## src/design/bpc_pkg.sv

```systemverilog
`timescale 1ns / 1ps
`default_nettype none

package bpc_pkg;

  // Hold counter width and saturation value
  localparam int unsigned CountBits = 16;
  localparam logic [CountBits-1:0] CountMax = {CountBits{1'b1}};

  // Ignore window width (two events of 16-bit ignore_ticks never saturate it)
  localparam int unsigned IgnBits = 17;

  // Event codes
  localparam logic [2:0] EvUpShort   = 3'd0;
  localparam logic [2:0] EvUpLong    = 3'd1;
  localparam logic [2:0] EvDownShort = 3'd2;
  localparam logic [2:0] EvDownLong  = 3'd3;
  localparam logic [2:0] EvOn        = 3'd4;
  localparam logic [2:0] EvOn2       = 3'd5;
  localparam logic [2:0] EvOff       = 3'd6;

  // Release wait modes
  localparam logic [1:0] WaitNone = 2'd0;
  localparam logic [1:0] WaitOn   = 2'd1;
  localparam logic [1:0] WaitOff  = 2'd2;

  // Configuration register indexes
  localparam logic [2:0] RegShortTicks   = 3'd0;
  localparam logic [2:0] RegLongTicks    = 3'd1;
  localparam logic [2:0] RegOffTicks     = 3'd2;
  localparam logic [2:0] RegIgnoreTicks  = 3'd3;
  localparam logic [2:0] RegStartPowered = 3'd4;

  // Register reset values
  localparam logic [15:0] ShortTicksRst  = 16'd100;
  localparam logic [15:0] LongTicksRst   = 16'd1000;
  localparam logic [15:0] OffTicksRst    = 16'd4000;
  localparam logic [15:0] IgnoreTicksRst = 16'd300;
  localparam logic        StartPowRst    = 1'b0;

  // Result queue depth
  localparam int unsigned FifoDepth = 4;
  localparam int unsigned PtrBits   = $clog2(FifoDepth);

  typedef struct packed {
    logic       up_level;
    logic       down_level;
    logic       ext_valid;
    logic [2:0] ext_code;
  } in_req_t;

  typedef struct packed {
    logic [2:0] event_code;
    logic       powered;
    logic       last;
  } out_req_t;

  typedef struct packed {
    logic [15:0] short_ticks;
    logic [15:0] long_ticks;
    logic [15:0] off_ticks;
    logic [15:0] ignore_ticks;
  } cfg_t;

  typedef struct packed {
    logic                 pwr_on;
    logic [1:0]           wait_mode;
    logic [CountBits-1:0] up_cnt;
    logic [CountBits-1:0] down_cnt;
    logic [IgnBits-1:0]   ign;
  } bpc_state_t;

  // Up to three results of one tick, packed to the front
  typedef struct packed {
    logic [1:0]         n;
    out_req_t [2:0]     ev;
  } bpc_res_t;

endpackage

`default_nettype wire

```

## src/design/bpc_step.sv

```systemverilog
`timescale 1ns / 1ps
`default_nettype none

module bpc_step import bpc_pkg::*; (
  input  wire cfg_t       cfg_i,
  input  wire bpc_state_t st_i,
  input  wire in_req_t    req_i,
  output bpc_state_t      nxt_o,
  output bpc_res_t        res_o
);

  logic                 up, down;
  logic [CountBits-1:0] down_inc;
  logic [2:0]           v;
  out_req_t [2:0]       e;
  logic [1:0]           n_add;
  logic                 off_now;
  logic [1:0]           pos1, pos2;

  assign up   = ~req_i.up_level;
  assign down = ~req_i.down_level;

  // Next state and candidate events in priority order
  always_comb begin
    nxt_o    = st_i;
    v        = '0;
    e        = '0;
    n_add    = 2'd0;
    off_now  = 1'b0;
    down_inc = (st_i.down_cnt != CountMax) ? st_i.down_cnt + 1'b1 : st_i.down_cnt;

    if (st_i.wait_mode == WaitOn) begin
      if (!up && !down) begin
        nxt_o.wait_mode = WaitNone;
        nxt_o.ign       = {1'b0, cfg_i.ignore_ticks};
      end
    end else if (st_i.wait_mode == WaitOff) begin
      if (!down) nxt_o.wait_mode = WaitNone;
    end else begin
      nxt_o.wait_mode = WaitNone;
      if (st_i.ign != '0) begin
        nxt_o.ign = st_i.ign - 1'b1;
      end else if (!st_i.pwr_on) begin
        if (up || down) begin
          nxt_o.pwr_on    = 1'b1;
          nxt_o.wait_mode = WaitOn;
          v[0]            = 1'b1;
          e[0].event_code = up ? EvOn : EvOn2;
          e[0].powered    = 1'b1;
        end
      end else begin
        // up button
        if (up) begin
          if (st_i.up_cnt != CountMax) nxt_o.up_cnt = st_i.up_cnt + 1'b1;
        end else begin
          if (st_i.up_cnt > cfg_i.long_ticks) begin
            v[0] = 1'b1;
            e[0].event_code = EvUpLong;
          end else if (st_i.up_cnt > cfg_i.short_ticks) begin
            v[0] = 1'b1;
            e[0].event_code = EvUpShort;
          end
          e[0].powered = 1'b1;
          nxt_o.up_cnt = '0;
        end
        // down button, with power-off by holding
        if (down) begin
          nxt_o.down_cnt = down_inc;
          if (down_inc > cfg_i.off_ticks) begin
            nxt_o.pwr_on     = 1'b0;
            nxt_o.wait_mode  = WaitOff;
            nxt_o.down_cnt   = '0;
            off_now          = 1'b1;
            v[1]             = 1'b1;
            e[1].event_code  = EvOff;
            e[1].powered     = 1'b0;
          end
        end else begin
          if (st_i.down_cnt > cfg_i.long_ticks) begin
            v[1] = 1'b1;
            e[1].event_code = EvDownLong;
          end else if (st_i.down_cnt > cfg_i.short_ticks) begin
            v[1] = 1'b1;
            e[1].event_code = EvDownShort;
          end
          e[1].powered   = 1'b1;
          nxt_o.down_cnt = '0;
        end
        // press events extend the ignore window (window is empty here)
        n_add = {1'b0, v[0]} + {1'b0, v[1] & ~off_now};
        case (n_add)
          2'd1:    nxt_o.ign = {1'b0, cfg_i.ignore_ticks};
          2'd2:    nxt_o.ign = {cfg_i.ignore_ticks, 1'b0};
          default: nxt_o.ign = '0;
        endcase
        // external event pass-through
        if (req_i.ext_valid && !off_now && req_i.ext_code <= EvOff) begin
          if (req_i.ext_code == EvOff) begin
            nxt_o.pwr_on = 1'b0;
          end else if (req_i.ext_code == EvOn || req_i.ext_code == EvOn2) begin
            nxt_o.pwr_on = 1'b1;
          end
          v[2]            = 1'b1;
          e[2].event_code = req_i.ext_code;
          e[2].powered    = nxt_o.pwr_on;
        end
      end
    end
  end

  // Pack valid events to the front and mark the final one
  assign pos1 = {1'b0, v[0]};
  assign pos2 = {1'b0, v[0]} + {1'b0, v[1]};

  always_comb begin
    res_o   = '0;
    res_o.n = pos2 + {1'b0, v[2]};
    if (v[0]) res_o.ev[0]    = e[0];
    if (v[1]) res_o.ev[pos1] = e[1];
    if (v[2]) res_o.ev[pos2] = e[2];
    if (res_o.n != 2'd0) res_o.ev[res_o.n - 2'd1].last = 1'b1;
  end

endmodule

`default_nettype wire

```

## src/design/button_press_classifier_top.sv

```systemverilog
`timescale 1ns / 1ps
`default_nettype none

// Channel  | Direction | Handshake                  | Payload
// ---------+-----------+----------------------------+---------------------------
// in       | input     | in_valid_i / in_stall_o    | in_req_i   (in_req_t)
// out      | output    | out_valid_o / out_stall_i  | out_req_o  (out_req_t)
// cfg      | input     | cfg_valid_i / cfg_ready_o  | cfg_index_i, cfg_data_i
//
// One tick is taken per cycle while the queue has room, held in an input register,
// and evaluated against the state; its zero to three events go into a four-entry
// result queue. The output port drains one event per cycle unless out_stall_i is
// high. A tick waits until the queue has room for three events. Reset is
// asynchronous: registers take their defaults, the machine powers off, the queue
// empties. Output stalls back up the queue, then the input.

module button_press_classifier_top import bpc_pkg::*; (
  input  wire logic     clk_i,
  input  wire logic     rst_ni,
  input  wire logic     in_valid_i,
  output logic          in_stall_o,
  input  wire in_req_t  in_req_i,
  output logic          out_valid_o,
  input  wire logic     out_stall_i,
  output out_req_t      out_req_o,
  input  wire logic     cfg_valid_i,
  output logic          cfg_ready_o,
  input  wire logic [2:0]  cfg_index_i,
  input  wire logic [15:0] cfg_data_i
);

  cfg_t       cfg_q;
  bpc_state_t st_q, st_nxt;
  bpc_res_t   res;
  in_req_t    in_q;
  logic       in_vld_q;

  out_req_t [FifoDepth-1:0] mem_q;
  logic [PtrBits-1:0]       wr_ptr_q, rd_ptr_q;
  logic [PtrBits:0]         cnt_q, cnt_d;

  logic pop, room, proc, in_acc, cfg_we;
  logic [PtrBits:0] n_push;

  assign cfg_ready_o = 1'b1;
  assign cfg_we      = cfg_valid_i & cfg_ready_o;

  // Queue flow control
  assign pop         = out_valid_o & ~out_stall_i;
  assign room        = (cnt_q <= (PtrBits+1)'(FifoDepth - 3)) ||
                       ((cnt_q == (PtrBits+1)'(FifoDepth - 2)) && pop);
  assign proc        = in_vld_q & room;
  assign in_stall_o  = in_vld_q & ~proc;
  assign in_acc      = in_valid_i & ~in_stall_o;
  assign n_push      = proc ? (PtrBits+1)'(res.n) : '0;
  assign cnt_d       = cnt_q - (PtrBits+1)'(pop) + n_push;
  assign out_valid_o = (cnt_q != '0);
  assign out_req_o   = mem_q[rd_ptr_q];

  bpc_step u_step (
    .cfg_i (cfg_q),
    .st_i  (st_q),
    .req_i (in_q),
    .nxt_o (st_nxt),
    .res_o (res)
  );

  // Configuration registers and classifier state
  always_ff @(posedge clk_i or negedge rst_ni) begin
    if (!rst_ni) begin
      cfg_q.short_ticks  <= ShortTicksRst;
      cfg_q.long_ticks   <= LongTicksRst;
      cfg_q.off_ticks    <= OffTicksRst;
      cfg_q.ignore_ticks <= IgnoreTicksRst;
      st_q               <= '{pwr_on: StartPowRst, default: '0};
    end else begin
      if (cfg_we) begin
        case (cfg_index_i)
          RegShortTicks:   cfg_q.short_ticks  <= cfg_data_i;
          RegLongTicks:    cfg_q.long_ticks   <= cfg_data_i;
          RegOffTicks:     cfg_q.off_ticks    <= cfg_data_i;
          RegIgnoreTicks:  cfg_q.ignore_ticks <= cfg_data_i;
          default: ;
        endcase
      end
      if (cfg_we && cfg_index_i == RegStartPowered) begin
        st_q.pwr_on <= cfg_data_i[0];
      end else if (proc) begin
        st_q <= st_nxt;
      end
    end
  end

  // Input register control and queue pointers
  always_ff @(posedge clk_i or negedge rst_ni) begin
    if (!rst_ni) begin
      in_vld_q <= 1'b0;
      wr_ptr_q <= '0;
      rd_ptr_q <= '0;
      cnt_q    <= '0;
    end else begin
      if (in_acc) in_vld_q <= 1'b1;
      else if (proc) in_vld_q <= 1'b0;
      if (pop) rd_ptr_q <= rd_ptr_q + 1'b1;
      wr_ptr_q <= wr_ptr_q + PtrBits'(n_push);
      cnt_q    <= cnt_d;
    end
  end

  // Payload registers
  always_ff @(posedge clk_i) begin
    if (in_acc) in_q <= in_req_i;
    for (int j = 0; j < 3; j++) begin
      if (proc && (j < int'(res.n))) mem_q[wr_ptr_q + PtrBits'(j)] <= res.ev[j];
    end
  end

  // Checks
  a_cnt_bound: assert property (@(posedge clk_i) disable iff (!rst_ni)
    cnt_q <= (PtrBits+1)'(FifoDepth))
    else $error("result queue overfilled");

  a_room: assert property (@(posedge clk_i) disable iff (!rst_ni)
    proc |-> (cnt_q - (PtrBits+1)'(pop)) <= (PtrBits+1)'(FifoDepth - 3))
    else $error("tick evaluated without queue room");

  a_push_shows: assert property (@(posedge clk_i) disable iff (!rst_ni)
    (proc && res.n != 2'd0) |=> out_valid_o)
    else $error("pushed event not presented");

  a_ign_bound: assert property (@(posedge clk_i) disable iff (!rst_ni)
    st_q.ign != {IgnBits{1'b1}})
    else $error("ignore window out of range");

endmodule

`default_nettype wire
```

## config.mk

```make
export PLATFORM = sky130hd
export DESIGN_NAME = button_press_classifier_top
export DESIGN_NICKNAME = d
export VERILOG_FILES = /design/src/design/bpc_pkg.sv /design/src/design/bpc_step.sv /design/src/design/button_press_classifier_top.sv
export SDC_FILE = /design/constraint.sdc
export NUM_CORES = 1
export LEC_CHECK = 0
export BUFFER_PORTS_ARGS = -buffer_cell sky130_fd_sc_hd__buf_2
export CORE_UTILIZATION = 45
export DETAILED_ROUTE_END_ITERATION = 7
export SLEW_MARGIN = 20
export SYNTH_ARGS = -nofsm -noshare
export SYNTH_HDL_FRONTEND = slang
export SYNTH_SLANG_ARGS = --single-unit
export TNS_END_PERCENT = 20
```

## constraint.sdc

```tcl
create_clock -name clk_i -period 14.2 [get_ports clk_i]
set_clock_uncertainty 0.2 [all_clocks]
set_input_delay 3.55 -clock clk_i [delete_from_list [all_inputs] [get_ports clk_i]]
set_output_delay 3.55 -clock clk_i [all_outputs]
set_load 0.05 [all_outputs]
```

==> impl_metrics.py <==
metrics = {
    "placement": {
        "dpl-instance-area_um2": 10300,
        "place.gp.congestion": 0.910,
        "dp_hpwl_um": 19700,
        "io_buffers": 36,
        "dp_cells": 1388,
    },
    "timing": {
        "tightest_slew_ns": 0.902,
        "setup_violations": 0,
        "tns_ns": 0,
        "hold_slack_ns": 0.249,
        "finalHoldViolCount": 0,
        "max_freq_mhz": 123,
        "period_share_pct": 57.2,
        "finalCriticalPeriod_ns": 8.12,
        "rsz0062_at_grt": "false",
        "max_slew_margin_pct": 39.5,
        "slew_violations": 0,
    },
    "cts": {
        "cts_root_buf": "clkbuf_16",
        "path_clk_slew_ns": 0.07,
        "cts-buffers-inserted": 17,
        "cts_resized": 0,
        "clk-insertion-delay-late_ns": 0.43,
        "cts_max_path_buffers": 2,
        "hold_buffers": 0,
        "clkSinkCount": 150,
        "cts_setup_buffers": 0,
        "cts_tree": "built",
        "h-tree-depth": 4,
    },
    "yosys": {
        "syn_area_um2": 9810,
        "seq_area_frac_synth_pct": 37.8,
        "ys_types": 68,
        "ys_warn_count": 0,
        "synth_flop_cell": "dfrtp_1",
        "syn_inst": 1111,
        "syn_area_per_cell_um2": 8.83,
        "synth-seq-cells": 150,
        "synth-edff-count": 6,
        "syn_nets": 1238,
        "synth_top_area_share_pct": 26.8,
        "synthTopCellsByArea": "dfrtp_1 27%, ha_1 12%, o21ai_0 6.0%",
        "synth_top_cell_by_area": "dfrtp_1",
        "postSynth.asyncResetShare_pct": 82.7,
    },
    "floorplanning": {
        "io_pins": 38,
        "die_y_um": 150,
        "core-area_um2": 21200,
        "die_w_um": 150,
        "num_rows": 53,
        "start_util_pct": 46.2,
        "dieArea_um2": 22400,
    },
    "global_routing": {
        "antenna_found_initial": 0,
        "track_usage_pct": 25.4,
        "grt_pass1_vias": 8042,
        "grt_max_degree": 66,
        "grt_pass1_wl_um": 43800,
        "gr-total-overflow": 0,
    },
    "setup_path": {
        "arrival_ns": 4.37,
        "worstPathRequired_ns": 10.45,
        "endpoint_kind": "output pin",
        "criticalPathCategory": "in -> out",
        "worstSetupStartpointType": "input pin",
        "critPathMaxFanout": 4,
    },
    "route": {
        "drt-total-wl_um": 26600,
        "drt-vias-per-instance": 5.80,
        "drtAntennaViolNets": 0,
        "first_pass_iters": 5,
        "drc": 0,
        "wl_per_cell_um": 18.7,
        "num_vias": 8236,
        "initialDrtViolationCount": 503,
    },
    "layout": {
        "layout.nets": 1260,
        "fillers": 2060,
        "layout.cells.non_filler": 1421,
        "multi_input_area_um2": 5700,
        "stdcell_area_um2": 10900,
        "diodes": 0,
        "final_cell_mix": "137 x nand2_1, 118 x o21ai_0, 105 x dfrtp_1",
        "syn2layout_area_growth_pct": 11.2,
        "final_common_cell": "nand2_1",
        "utilization_pct": 51.4,
        "final_layout_size_suffix_gt1_share_pct": 12.7,
        "regArea_um2": 3710,
    },
    "power": {
        "p_per_area_nw_per_um2": 135,
        "vdd_ir_drop_max_mv": 0.0724,
        "leakage_nw": 4.80,
    },
    "flow_run": {
        "drv_cap": 0,
    },
    "run_status": {
        "status": "finished, final reports clean",
    },
    "min_path": {
        "min-delay-path-class": "reg -> reg",
    },
}
## flip-flops by register name (all words and copies together), names as in the netlist
signal	cells
cfg_q	64
st_q	52
mem_q	20
in_q	6
cnt_q	3
rd_ptr_q	2
wr_ptr_q	2
in_vld_q	1
## synthesized netlist by cell type, drive strengths merged (38+ instances only)
| master | count |
|---|---|
| inv | 73 |
| nand3 | 38 |
| nor2 | 68 |
| o21ai | 118 |
| nand2 | 137 |
| clkbuf | 40 |
| ha | 95 |
| dfrtp | 105 |
| a21oi | 75 |
## where the power goes
part	internal [mW]	switching [mW]	leakage, nW	total [mW]
Combinational	0.161	0.243	2.75	0.404
Clock	0.276	0.197	0.285	0.474
Sequential	0.517	0.0795	1.76	0.597
## stage by stage
step	total power, mW	setup slack (ns)
final	1.47	6.08
after global routing	1.57	5.97
after CTS	1.48	6.07
after detailed placement	1.00	6.07
after global placement	0.994	6.08
after floorplan	0.885	6.24
## metal layers
metal | up-vias | global-route usage (%) | wire length [um]
met5 | - | 0 | 0
met4 | 0 | 7.45 | 395
met3 | 24 | 3.75 | 1130
met2 | 197 | 41.4 | 12500
met1 | 3959 | 34.9 | 12600
li1 | 4056 | - | -
## cell type report
type	instances	area share, %
Multi-Input combinational cell	844	52.3
Sequential cell	150	34.0
Clock buffer	20	4.29
Tap cell	275	3.16
Inverter	73	2.51
Timing Repair Buffer	47	2.47
Clock inverter	12	1.27
## cells by family after synthesis
logic type               Yosys count  synth area share [%]
AND/OR/NAND/NOR                  378                  18.9
AO/OA/AOI/OAI                    300                  18.6
flip-flops                       150                  37.8
buffers and inverters            117                  4.60
adder cells (fa/ha/maj)           97                  12.5
multiplexers                      36                  4.60
XOR/XNOR                          32                  2.86
other                              1                0.0382
## critical path, cell delays in order
cell     delay, ns
buf_2         0.10
o21a_1        0.19
o21ai_0       0.25
inv_1         0.06
buf_2         0.21
## final timing paths
kind	from	endpoint	cells after the start	slack, ns
setup / recovery	out_stall_i	in_stall_o	5	6.08
hold / removal	mem_q[10]	mem_q[10]	2	0.25
setup reg to reg	st_q[18]	mem_q[19]	21	6.76
hold reg to reg	mem_q[10]	mem_q[10]	2	0.25
max in group asynchronous	rst_ni	st_q[17]	2	9.42
min in group asynchronous	rst_ni	st_q[12]	1	3.04
Note: power is estimated with default switching activity, not from simulation.
